$ cat config.mk
export PLATFORM = sky130hd
export DESIGN_NAME = sdsw_front
export DESIGN_NICKNAME = d
export VERILOG_FILES = /design/src/sdsw_pkg.sv /design/src/sdsw_front.sv
export SDC_FILE = /design/constraint.sdc
export NUM_CORES = 1
export LEC_CHECK = 0
export ABC_CLOCK_PERIOD_IN_PS = 5700
export BUFFER_PORTS_ARGS = -buffer_cell sky130_fd_sc_hd__buf_2
export CORE_UTILIZATION = 44
export DETAILED_ROUTE_END_ITERATION = 10
export GPL_TIMING_DRIVEN = 0
export PLACE_DENSITY = 0.91
export SYNTH_ARGS = -nofsm -noshare
export SYNTH_HDL_FRONTEND = slang
export SYNTH_SLANG_ARGS = --single-unit
$ cat constraint.sdc
create_clock -name clk -period 5.7 [get_ports clk]
set_input_delay 0.285 -clock clk [delete_from_list [all_inputs] [get_ports clk]]
set_output_delay 0.285 -clock clk [all_outputs]
set_load 0.05 [all_outputs]
$ cat src/sdsw_pkg.sv
`timescale 1ns / 1ps

package sdsw_pkg;

    localparam int NUM_DIGITS = 8;
    localparam int VALUE_W    = 28;
    localparam int POS_W      = 4;
    localparam int MAG_W      = VALUE_W - 1;
    localparam int IDX_W      = $clog2(NUM_DIGITS);
    localparam int CNT_W      = $clog2(NUM_DIGITS + 1);
    localparam int QDEPTH     = 2;
    localparam int QPTR_W     = $clog2(QDEPTH);
    localparam int QCNT_W     = $clog2(QDEPTH + 1);

    // exact divide by ten for any magnitude below 2^32
    localparam logic [31:0] RECIP_TEN   = 32'hCCCC_CCCD;
    localparam int          RECIP_SHIFT = 35;
    localparam int          PROD_W      = MAG_W + 32;
    localparam int          QUO_W       = PROD_W - RECIP_SHIFT;

    localparam logic [7:0] SEG_MINUS = 8'h40;
    localparam logic [7:0] SEG_BLANK = 8'h00;
    localparam logic [7:0] GRID_BASE = 8'hC0;
    localparam logic [7:0] GRID_STEP = 8'h02;

    function automatic longint pow_ten(int n);
        longint p;
        p = 1;
        for (int i = 0; i < n; i++)
        begin
            p = p * 10;
        end
        return p;
    endfunction

    localparam logic signed [VALUE_W-1:0] VALUE_HI = VALUE_W'(pow_ten(NUM_DIGITS) - 1);
    localparam logic signed [VALUE_W-1:0] VALUE_LO = VALUE_W'(-(pow_ten(NUM_DIGITS - 1) - 1));

    typedef struct packed {
        logic signed [VALUE_W-1:0] value;
        logic [POS_W-1:0]          start_position;
    } item_t;

    typedef struct packed {
        logic [7:0] grid_address;
        logic [7:0] segment_pattern;
        logic       last;
    } result_t;

    // classified request between front and back
    typedef struct packed {
        logic             neg;
        logic [MAG_W-1:0] mag;
        logic [POS_W-1:0] pos;
        logic             armed;
    } req_t;

    function automatic logic [7:0] seg_of_digit(logic [3:0] d);
        logic [7:0] s;
        unique case (d)
            4'd0:    s = 8'h3F;
            4'd1:    s = 8'h06;
            4'd2:    s = 8'h5B;
            4'd3:    s = 8'h4F;
            4'd4:    s = 8'h66;
            4'd5:    s = 8'h6D;
            4'd6:    s = 8'h7D;
            4'd7:    s = 8'h07;
            4'd8:    s = 8'h7F;
            4'd9:    s = 8'h6F;
            default: s = SEG_BLANK;
        endcase
        return s;
    endfunction

endpackage

$ cat src/sdsw_front.sv
`timescale 1ns / 1ps

module sdsw_front (
    input  logic              clk,
    input  logic              rst_n,
    input  sdsw_pkg::item_t   item,
    input  logic              item_valid,
    output logic              item_stall,
    output sdsw_pkg::req_t    req,
    output logic              req_valid,
    input  logic              req_stall
);

    logic                                  armed_reg;
    logic                                  armed_next;
    logic                                  in_range;
    logic                                  accept;
    logic signed [sdsw_pkg::VALUE_W-1:0]   neg_value;

    assign in_range  = !($signed(item.value) > sdsw_pkg::VALUE_HI) &&
                       !($signed(item.value) < sdsw_pkg::VALUE_LO);
    assign neg_value = -$signed(item.value);

    assign item_stall = req_stall;
    assign accept     = item_valid && !item_stall;

    // out of range requests are swallowed here
    assign req_valid = item_valid && in_range;

    always_comb
    begin
        req.neg   = item.value[sdsw_pkg::VALUE_W-1];
        req.mag   = item.value[sdsw_pkg::VALUE_W-1] ? neg_value[sdsw_pkg::MAG_W-1:0]
                                                    : item.value[sdsw_pkg::MAG_W-1:0];
        req.pos   = item.start_position;
        req.armed = armed_reg;
    end

    always_comb
    begin
        armed_next = armed_reg;
        if (accept && in_range)
        begin
            armed_next = 1'b1;
        end
    end

    always_ff @(posedge clk or negedge rst_n)
    begin
        if (!rst_n)
        begin
            armed_reg <= 1'b0;
        end
        else
        begin
            armed_reg <= armed_next;
        end
    end

endmodule

# == Yosys cells after proc, flatten, opt, wreduce, memory -nomap -nowiden ==
# Cells that the tools add are included.
# Widths: inputs -> output; s select.
# totals
reg_bits,1
input_bits,36
out_inout_bits,35
elab_cells,12
# op_classes
addsub,1
order_cmp,2
n_mux,1
n_reduce_logical,7
# ops
cell,n
$gt 28x28->1 const B,1
$lt 28x25->1 const B,1
$mux 27,1
$neg 27->27,1
$logic_and 1x1->1,4
$logic_not 1->1,3

# == Logic depth before layout (Yosys ltp) ==
# depth
depth_word,4
mapped_depth,6
ltp_nobuf,6

# == Worst setup path after synthesis ==
# OpenSTA, ideal clock, no wires.
# synth_timing
path_kind,in2out
start,input item[4] in the netlist's numbering
end,output req[31] in the netlist's numbering
t_arrival_ps,2793
required_time_ps,5415
setup_slack_ps,2622
path_stages,6
path_buffers,0
cell_sequence,inv_1 ha_1 or3b_2 a211o_2 nor3_1 o311ai_0
# synth_rtl
element,line,source
"start, declared",sdsw_front.sv:6,"input sdsw_pkg::item_t item,"
"end, declared",sdsw_front.sv:9,"output sdsw_pkg::req_t req,"

==> impl_summary.md <==
Routing
For this block, the initial DRC count from the detailed router was 21. The remaining number of nets flagged by the antenna check after routing is 0. The detailed-route via count is 1,279. The routed design has 2900 um of wire. Before antenna repair, the detailed router went through 4 iterations. The number of vias per cell is 5.56. The mean routed wirelength per cell is 12.6 um. In the routed design, unresolved DRC markers number 0.

Floorplan
The cell row count is 16. The area of the die is 0.00240 mm2. For this configuration, the core starts out at a cell density of 48.1%. The die is 49.0 um tall. In this run the standard cell core region covers 0.00202 mm2.

Measured along the x axis, the die boundary spans 49.0 um. During I/O placement, the number of pins put on the boundary was 71.

Timing
For this run, the top clock speed supported by timing is 349 MHz. The max-slew violation count is 0. The worst path uses 50.2% of the clock period. The post-route clock skew is 0 ps.

The relative slew slack is 68.6%. The minimum clock period is 2860 ps. The setup total negative slack is 0 ps. The slew at the pin with the worst max-slew slack is 465 ps.

Setup repair after global routing left no endpoint under its margin. The final hold slack is 62.1 ps. The final count of hold timing violations is 0. Setup violations remaining at the end of the flow were counted as 0.

Place
Once detailed placement completed, the half-perimeter wirelength came to 2380 um. Routability-driven placement finished with a final weighted congestion of 0.896. The count of buffers added on input and output ports is 64.

The placed standard-cell area is 0.00133 mm2.

Finish
The total area of sequential cells is 25.0 um2. From synthesis to final layout, the design area changed by 36.4%. The flip-flop count of the largest register, all copies and words added was 1. The area used by multi-input combinational logic is 832 um2.

The total inserted antenna cells is 0. The layout net count is 243. The post-route core utilization is 65.7%. After routing the design area is 0.00133 mm2. The post-route netlist has 39.9% of its cells at a drive strength greater than 1. The number of fill cells is 208.

Yosys
The cell type with the highest aggregate area in the netlist is xnor2_1. The cell area after technology mapping is 973 um2. The cell count after synthesis is 139. In this run, synthesis inferred 0 flip-flops with an integrated enable. Sequential cells were found to cover 2.57% of the synthesized design area. The commonest register cell after synthesis is dfrtp_1. The top cell type by area accounts for 19.8% of the synthesized area. The most frequently used cell type in the post-synthesis netlist is xnor2_1. In this run, synthesis produced a sequential element count of 1.

During synthesis, Yosys emitted a total of 0 warnings. The synthesized area divided by synthesized cell count is 7.00 um2. The number of distinct library cells after synthesis is 40. The synthesized net count is 177. For this run, asynchronously set or reset flops after synthesis account for 100%. By count the netlist is led by xnor2_1, o21ai_0, buf_4, o31ai_1, nand2_1.

Yosys attributes the largest share of cell area to xnor2_1, buf_4, o31ai_1.

Setup path
The depth of the worst register-to-register path is 3. The highest fanout seen on the critical path is 7. The type of destination of the critical path is an output pin. The arrival time of data at the critical path endpoint is 2580 ps.

The element type at the critical path start is a primary input. The critical path required time is 5410 ps. The critical path is of the in -> out type.

Power and ir drop
The largest vdd supply drop is 0.0932 mV. The power density over the cells is 136 mW/mm2. The leakage dissipation is 0.549 nW. The register share of total power is 4.0%.

For this design the total switching power over the nets is 0.126 mW. The cell-internal power is 0.0546 mW. The clock group share of total power is 0%. Of the total power, the share spent switching nets is 69.7%. Combinational cells account for 96.0% of the total power.

Global route
The initial antenna violation count is 0. After global routing the overflow that remains totals 0. The global-route wire length before repair is 4710 um. The largest net degree at the start of global routing is 11.

The number of global-route vias before repair is 1,078. The global router's overall resource usage is 23.8%.

Worst hold path
The min-delay analysis places its worst path in the category in -> async.

CTS
The clock transition at the registers of the reported paths is 0 ps. For the worst-skew pair, the clock arrives at the later sink with an insertion delay of 0 ps. The number of gates resized after CTS is 0. The number of buffers added to fix hold violations after cts is 0. Once the clock tree was built, the setup fixing pass inserted 0 buffers.

Outcome
The run finished with clean final reports.

Run
The count of maximum capacitance violations is 0.
==> power groups by stage <==
| stage | registers [mW] | clock network [mW] | logic, mW |
|---|---|---|---|
| floorplan | 0.00723 | 0 | 0.125 |
| global placement | 0.00723 | 0 | 0.170 |
| detailed placement | 0.00723 | 0 | 0.172 |
| CTS | 0.00723 | 0 | 0.173 |
| global route | 0.00723 | 0 | 0.182 |
| finish | 0.00723 | 0 | 0.173 |
==> worst paths after layout <==
| kind | from | end | slack (ps) |
|---|---|---|---|
| worst min-delay path | rst_n | armed_reg | 60 |
| min in group clk | req_stall | armed_reg | 580 |
| worst max register to register | armed_reg | armed_reg | 4950 |
| worst max-delay path | item[5] | req[29] | 2840 |
| worst min register to register | armed_reg | armed_reg | 590 |
| max in group asynchronous | rst_n | armed_reg | 5550 |
==> per-stage QoR <==
stage / instances / total power [mW] / setup WS, ps
2_1_floorplan: 139 / 0.132 / 2620
3_3_place_gp: 230 / 0.178 / 2900
3_5_place_dp: 230 / 0.179 / 2870
4_1_cts: 230 / 0.180 / 2870
5_1_grt: 230 / 0.189 / 2770
6_report: 230 / 0.180 / 2840
==> kinds of logic after synthesis <==
kind of cell / after synthesis / share of synthesized area [%]
simple gates: 51 / 31.5
flops: 1 / 2.57
xor+xnor: 23 / 20.7
buf+inv: 21 / 12.0
fa+ha+maj: 2 / 2.57
compound gates: 41 / 30.7
==> cells in the final DEF (no fill, tap or decap), types with 2 or more instances in the layout <==
cell type | netlist | layout
a21oi_1 | 6 | 6
a31oi_1 | 3 | 3
buf_2 | 0 | 64
buf_4 | 8 | 8
clkbuf_1 | 5 | 5
ha_1 | 2 | 2
inv_1 | 6 | 6
nand2_1 | 7 | 7
nand3_1 | 3 | 3
nand3b_1 | 3 | 3
nor2_1 | 5 | 5
nor2b_1 | 2 | 2
nor3_1 | 6 | 6
nor4_1 | 3 | 3
o21a_1 | 2 | 2
o21ai_0 | 9 | 9
o311ai_0 | 2 | 2
o31ai_1 | 8 | 8
o41ai_1 | 5 | 5
o41ai_2 | 2 | 2
or2_2 | 3 | 3
or3_1 | 4 | 4
or4_1 | 6 | 6
xnor2_1 | 22 | 22
==> layer usage <==
metal	wire length, um	GRT usage, %	up-vias
li1	-	-	657
met1	1270	31.7	561
met2	1450	44.2	61
met3	175	0.935	0
met4	0	0.490	0
met5	0	0	-
==> layout make-up <==
type,instances,share of cell area (%)
tap,27,2.54
buffer,15,7.07
inverter,6,1.70
multi-input combinational,117,62.7
sequential,1,1.89
timing repair buffer,64,24.1
==> critical path, stage by stage <==
cell and delay, ps:
buf_2 110, inv_1 90, ha_1 180, or3b_2 520
a211o_2 420, o41ai_1 510, xnor2_1 170, buf_2 280
Note: power is estimated with default switching activity, not from simulation.
