## config.mk

```make
export PLATFORM = sky130hd
export DESIGN_NAME = sdsw_queue
export DESIGN_NICKNAME = d
export VERILOG_FILES = /design/src/sdsw_pkg.sv /design/src/sdsw_queue.sv
export SDC_FILE = /design/constraint.sdc
export NUM_CORES = 1
export LEC_CHECK = 0
export BUFFER_PORTS_ARGS = -buffer_cell sky130_fd_sc_hd__buf_2
export CAP_MARGIN = 15
export CORE_UTILIZATION = 47
export DETAILED_ROUTE_END_ITERATION = 7
export GPL_ROUTABILITY_DRIVEN = 1
export HOLD_SLACK_MARGIN = 0.08
export PLACE_DENSITY = 0.82
export SLEW_MARGIN = 20
export SYNTH_ARGS = -nofsm -noshare
export SYNTH_HDL_FRONTEND = slang
export SYNTH_SLANG_ARGS = --single-unit
```

## constraint.sdc

```tcl
create_clock -name clk -period 2.23 [get_ports clk]
set_input_delay 0 -clock clk [delete_from_list [all_inputs] [get_ports clk]]
set_output_delay 0 -clock clk [all_outputs]
set_load 0.02 [all_outputs]
```

## src/sdsw_pkg.sv

```systemverilog
`timescale 1ns / 1ps

package sdsw_pkg;

    localparam int NUM_DIGITS = 8;
    localparam int VALUE_W    = 28;
    localparam int POS_W      = 4;
    localparam int MAG_W      = VALUE_W - 1;
    localparam int IDX_W      = $clog2(NUM_DIGITS);
    localparam int CNT_W      = $clog2(NUM_DIGITS + 1);
    localparam int QDEPTH     = 2;
    localparam int QPTR_W     = $clog2(QDEPTH);
    localparam int QCNT_W     = $clog2(QDEPTH + 1);

    // exact divide by ten for any magnitude below 2^32
    localparam logic [31:0] RECIP_TEN   = 32'hCCCC_CCCD;
    localparam int          RECIP_SHIFT = 35;
    localparam int          PROD_W      = MAG_W + 32;
    localparam int          QUO_W       = PROD_W - RECIP_SHIFT;

    localparam logic [7:0] SEG_MINUS = 8'h40;
    localparam logic [7:0] SEG_BLANK = 8'h00;
    localparam logic [7:0] GRID_BASE = 8'hC0;
    localparam logic [7:0] GRID_STEP = 8'h02;

    function automatic longint pow_ten(int n);
        longint p;
        p = 1;
        for (int i = 0; i < n; i++)
        begin
            p = p * 10;
        end
        return p;
    endfunction

    localparam logic signed [VALUE_W-1:0] VALUE_HI = VALUE_W'(pow_ten(NUM_DIGITS) - 1);
    localparam logic signed [VALUE_W-1:0] VALUE_LO = VALUE_W'(-(pow_ten(NUM_DIGITS - 1) - 1));

    typedef struct packed {
        logic signed [VALUE_W-1:0] value;
        logic [POS_W-1:0]          start_position;
    } item_t;

    typedef struct packed {
        logic [7:0] grid_address;
        logic [7:0] segment_pattern;
        logic       last;
    } result_t;

    // classified request between front and back
    typedef struct packed {
        logic             neg;
        logic [MAG_W-1:0] mag;
        logic [POS_W-1:0] pos;
        logic             armed;
    } req_t;

    function automatic logic [7:0] seg_of_digit(logic [3:0] d);
        logic [7:0] s;
        unique case (d)
            4'd0:    s = 8'h3F;
            4'd1:    s = 8'h06;
            4'd2:    s = 8'h5B;
            4'd3:    s = 8'h4F;
            4'd4:    s = 8'h66;
            4'd5:    s = 8'h6D;
            4'd6:    s = 8'h7D;
            4'd7:    s = 8'h07;
            4'd8:    s = 8'h7F;
            4'd9:    s = 8'h6F;
            default: s = SEG_BLANK;
        endcase
        return s;
    endfunction

endpackage

```

## src/sdsw_queue.sv

```systemverilog
`timescale 1ns / 1ps

module sdsw_queue (
    input  logic              clk,
    input  logic              rst_n,
    input  sdsw_pkg::req_t    push_req,
    input  logic              push_valid,
    output logic              push_stall,
    output sdsw_pkg::req_t    pop_req,
    output logic              pop_valid,
    input  logic              pop_stall
);

    sdsw_pkg::req_t                 entry_reg [sdsw_pkg::QDEPTH];
    logic [sdsw_pkg::QPTR_W-1:0]    wr_ptr_reg;
    logic [sdsw_pkg::QPTR_W-1:0]    wr_ptr_next;
    logic [sdsw_pkg::QPTR_W-1:0]    rd_ptr_reg;
    logic [sdsw_pkg::QPTR_W-1:0]    rd_ptr_next;
    logic [sdsw_pkg::QCNT_W-1:0]    count_reg;
    logic [sdsw_pkg::QCNT_W-1:0]    count_next;
    logic                           push;
    logic                           pop;

    assign push_stall = (count_reg == sdsw_pkg::QCNT_W'(sdsw_pkg::QDEPTH));
    assign pop_valid  = (count_reg != '0);
    assign pop_req    = entry_reg[rd_ptr_reg];
    assign push       = push_valid && !push_stall;
    assign pop        = pop_valid && !pop_stall;

    always_comb
    begin
        wr_ptr_next = wr_ptr_reg;
        rd_ptr_next = rd_ptr_reg;
        count_next  = count_reg;
        if (push)
        begin
            wr_ptr_next = (wr_ptr_reg == sdsw_pkg::QPTR_W'(sdsw_pkg::QDEPTH - 1))
                          ? '0 : wr_ptr_reg + sdsw_pkg::QPTR_W'(1);
        end
        if (pop)
        begin
            rd_ptr_next = (rd_ptr_reg == sdsw_pkg::QPTR_W'(sdsw_pkg::QDEPTH - 1))
                          ? '0 : rd_ptr_reg + sdsw_pkg::QPTR_W'(1);
        end
        if (push && !pop)
        begin
            count_next = count_reg + sdsw_pkg::QCNT_W'(1);
        end
        else if (pop && !push)
        begin
            count_next = count_reg - sdsw_pkg::QCNT_W'(1);
        end
    end

    always_ff @(posedge clk)
    begin
        if (push)
        begin
            entry_reg[wr_ptr_reg] <= push_req;
        end
    end

    always_ff @(posedge clk or negedge rst_n)
    begin
        if (!rst_n)
        begin
            wr_ptr_reg <= '0;
            rd_ptr_reg <= '0;
            count_reg  <= '0;
        end
        else
        begin
            wr_ptr_reg <= wr_ptr_next;
            rd_ptr_reg <= rd_ptr_next;
            count_reg  <= count_next;
        end
    end

endmodule

```

* Word-level counts from Yosys, hierarchy flattened
Memory sizes are Yosys's and may differ from the RTL's.
Index checks and enable logic that the tools add are counted.
** Word-level totals
- Latch bits :: 0
- Memory bits (writable) :: 66
- Register bits :: 4
- ROM bits :: 0
- Word-level logic and storage cells :: 25
- Output and inout bits :: 35
- Bits of input ports :: 37
- Memories :: 1
** Memory list
- entry_reg :: depth 2, bits a word 33, rd ports 1, clocked after memory_dff 0, write ports 1, line sdsw_queue.sv:14 : sdsw_pkg::req_t entry_reg [sdsw_pkg::QDEPTH];
** Operators by class
- $add $sub $neg :: 4
- $mul :: 0
- Div/mod/pow operators :: 0
- Bitwise operators :: 0
- Eq/ne operators :: 1
- Shift-type cells :: 0
- Reduce and logical (&&, ||, !) cells :: 10
- Magnitude comparators :: 0
- Multiplexer cells :: 6
** Operators by type and width (number)
- logical AND 1 bit :: 4
- logical NOT 1 bit :: 4
- 2-to-1 mux 1 bit :: 4
- 2-to-1 mux 2 bit :: 2
- nonzero test 2 bit :: 2
- adder 1 bit, second input constant :: 2
- adder 2 x 1 -> 2 bit, second input constant :: 1
- == test 2 bit, second input constant :: 1
- subtractor 2 x 1 -> 2 bit, second input constant :: 1

* Logic depth before layout (Yosys ltp)
- Depth in word-level cells :: 7
- Mapped depth :: 7

* Least setup slack after synthesis
Ideal clock, no wire load.
- Path kind :: reg-to-reg
- Start point :: reg count_reg[0] (netlist bit)
- End point :: mem entry_reg[0][0] (netlist bit), enable pin
- Setup slack :: -0.212 ns
- Buffers on the path :: 0
- Data arrival time :: 2.019 ns
- Stages on the path, launching flop included :: 4
- Cell sequence :: dfrtp_1 nand2b_1 nand2_1 nor2_1
** Between the ends
- Word-level cells in the longest chain between the ends :: 5
** RTL lines
- start: declaration :: line sdsw_queue.sv:19 : logic [sdsw_pkg::QCNT_W-1:0] count_reg;
- start signal: assignment :: line sdsw_queue.sv:75 : count_reg <= count_next;
- == test 2 bit :: line sdsw_queue.sv:24 : assign push_stall = (count_reg == sdsw_pkg::QCNT_W'(sdsw_pkg::QDEPTH));
- logical NOT 1 bit :: line sdsw_queue.sv:27 : assign push = push_valid && !push_stall;
- logical AND 1 bit :: line sdsw_queue.sv:27
- 2-to-1 mux 1 bit :: line sdsw_queue.sv:57 : if (push)
- 2-to-1 mux 1 bit (not written as such) :: line sdsw_queue.sv:59 : entry_reg[wr_ptr_reg] <= push_req;
- end: declaration :: line sdsw_queue.sv:14
Every way passes these cells.

==> results.md <==
- Simple-Gate Fraction of Synth Area: 1.42%
- Drt first pass iters: 4
- Slew Limit Fails: 0
- Post-synthesis mux area share: 17.6%
- CP Max Fanout: 27
- Pwr dens: 1260 nW/um^2
- Yosys top cell area share: 72.4%
- IO Port Bufs: 71
- Detailed-placement wirelength estimate: 2.68 mm
- H-tree Lvls: 3
- DR DRC count: 0
- Total wire length: 4.44 mm
- XOR/XNOR Fraction of Synth Area: 1.60%
- Worst hold path class: input port to flip-flop
- Clock transition at path regs: 0.07 ns
- Critical path endpoint category: output pin
- Max reg flops: 66
- Via/cell ratio: 4.58
- Peak supply drop: 0.00109 V
- WL/cell: 14.0 um
- Resized cells post-CTS: 0
- Floorplan row count: 27
- Post-Synth Adder-Cell Area: 0.457%
- Critical path arrival: 1.62 ns
- Antenna violations before repair: 0
- I/O pin total: 72
- Syn nets: 160
- TritonCTS Buffers: 9
- Global placement routability congestion: 0.700
- Fmax achieved: 0.618 GHz
- Final Instance Area: 3740 um^2
- Seq/Total Area, Yosys: 76.1%
- Layout net count: 278
- Hold Fails Final Rpt: 0
- Post-DRT Antenna Nets: 0
- Synth Area in Compound Gates: 0%
- Met3 Usage GRT: 4.53%
- Post-synth top flop: edfxtp_1
- EDFF count, synth: 66
- GRT Total Usage: 15.3%
- Avg Synthesized Cell Area: 22.4 um^2
- Total gr overflow: 0
- WHS: 0.395 ns
- Final period util: 72.5%
- Tot Pwr: 4.72 mW
- Vias in the first global route: 1,502
- Largest net degree at the start of global routing: 34
- Setup_tns: 0 ns
- GR Layer Usage met2: 27.0%
- Max-Cap Viols: 0
- CTS tree: done
- Mapped Cells: 122
- Post-synth top cells: 66 x edfxtp_1, 29 x mux2_4, 4 x dfrtp_1, 4 x mux2_2
- Clock Latency Late Sink: 0.32 ns
- Least-Margin Pin Slew: 0.460 ns
- LEAKAGE: 1.53 nW
- Initial cell density of the core: 49.1%
- Synth area leaders: edfxtp_1 72%, mux2_4 16%, dfrtp_1 3.7%
- Ys async rst share: 5.71%
- Largest family of logic cells by synthesized area: multiplexers
- Layout cells sized above 1: 51.0%
- Sink Count: 70
- Total number of vias: 1,453
- Busiest grt layer: met2
- Post-route insts no fill: 317
- Count leader, synth: edfxtp_1
- Syn. warnings: 0
- Post-Syn Area: 2740 um^2
- Setup Skew: 0.00592 ns
- Chip Height: 78.3 um
- Critical path type: flip-flop to output pin
- Die area: 6130 um^2
- Met1 usage: 17.2%
- CP required: 2.23 ns
- Cell area after placement: 3150 um^2
- Setup Viol. Count Final: 0
- CP startpoint kind: flip-flop
- Yosys top cell by area: edfxtp_1
- Synthesized flop and latch total: 70
- DRT iter0 DRCs: 47
- Final min period: 1.62 ns
- Synth cell types: 16
- Slew HR: 69.3%
- Status: finished, final reports clean
- Area Growth Syn to Fin: 36.6%
- Max Root-Sink Buffers: 2
- Cells after DPL: 264
- Setup repair after global routing missed its margin: no
- Core ar.: 5570 um^2
- Diodes inserted: 0
- First-pass GRT wire length: 6.85 mm
- Die X: 78.3 um
- Clock Root Buffer: clkbuf_8
## worst paths after layout
path | from | endpoint | slack [ns] | depth (start not counted)
worst max register to register | count_reg[0] | entry_reg[0][22] | 0.66 | 4
worst min register to register | count_reg[1] | count_reg[1] | 0.49 | 1
worst min-delay path | push_req[11] | entry_reg[1][11] | 0.39 | 2
max in group asynchronous | rst_n | rd_ptr_reg | 1.44 | 3
worst max-delay path | rd_ptr_reg | pop_req[16] | 0.61 | 3
min in group asynchronous | rst_n | count_reg[0] | 0.59 | 3
## final cells by class
class / instances / area (um^2)
timing repair buffer: 111 / 761
clock buffer: 9 / 124
tap: 72 / 90.1
clock inverter: 7 / 88.8
multi-input combinational: 46 / 583
inverter: 2 / 7.51
fill: 394 / 1840
sequential: 70 / 2080
## cells in the final DEF (no fill, tap or decap), types with 2 or more instances in the layout
cell            n
edfxtp_1       66
buf_4           2
xor2_1          2
mux2_2          4
clkbuf_8        9
mux2_4         29
xnor2_1         3
buf_2          71
clkinvlp_4      2
bufinv_16       2
inv_1           2
clkinv_2        2
dfrtp_1         3
dlygate4sd3_1  37
## stage by stage
stage,utilization [%],setup WS [ns]
2_1_floorplan,-,0.330
3_3_place_gp,56.6,0.725
3_5_place_dp,56.6,0.656
4_1_cts,67.0,0.562
5_1_grt,67.0,0.516
6_report,67.0,0.612
## worst max-delay path, stage by stage (launching register included)
cell     delay, ns
dfrtp_2       0.51
buf_12        0.26
mux2_2        0.35
buf_2         0.16
## where the power goes
group,switching [mW],internal (mW),leakage [nW],total (mW)
combinational,0.918,0.801,0.766,1.72
sequential,0.128,1.81,0.659,1.93
clock,0.441,0.621,0.103,1.06
total,1.49,3.23,1.53,4.72
## logic make-up (layout without fill, tap and decap cells)
family        after synthesis  after routing
xor+xnor                    5              5
fa+ha+maj                   1              1
simple gates                7              7
mux                        33             33
buf+inv                     6            129
flops                      70             70
## routing by layer
layer	share of wire [%]	up-vias
met2	53	50
met4	0.88	0
met3	4.5	5
met5	0	-
li1	-	701
met1	42	697
## what timing repair did
| item | 4_1_cts | 5_1_grt |
|---|---|---|
| hold endpoints to repair | 72 | 0 |
| hold buffers | 37 | 0 |
| setup buffers | 0 | 0 |
Note: power is estimated with default switching activity, not from simulation.
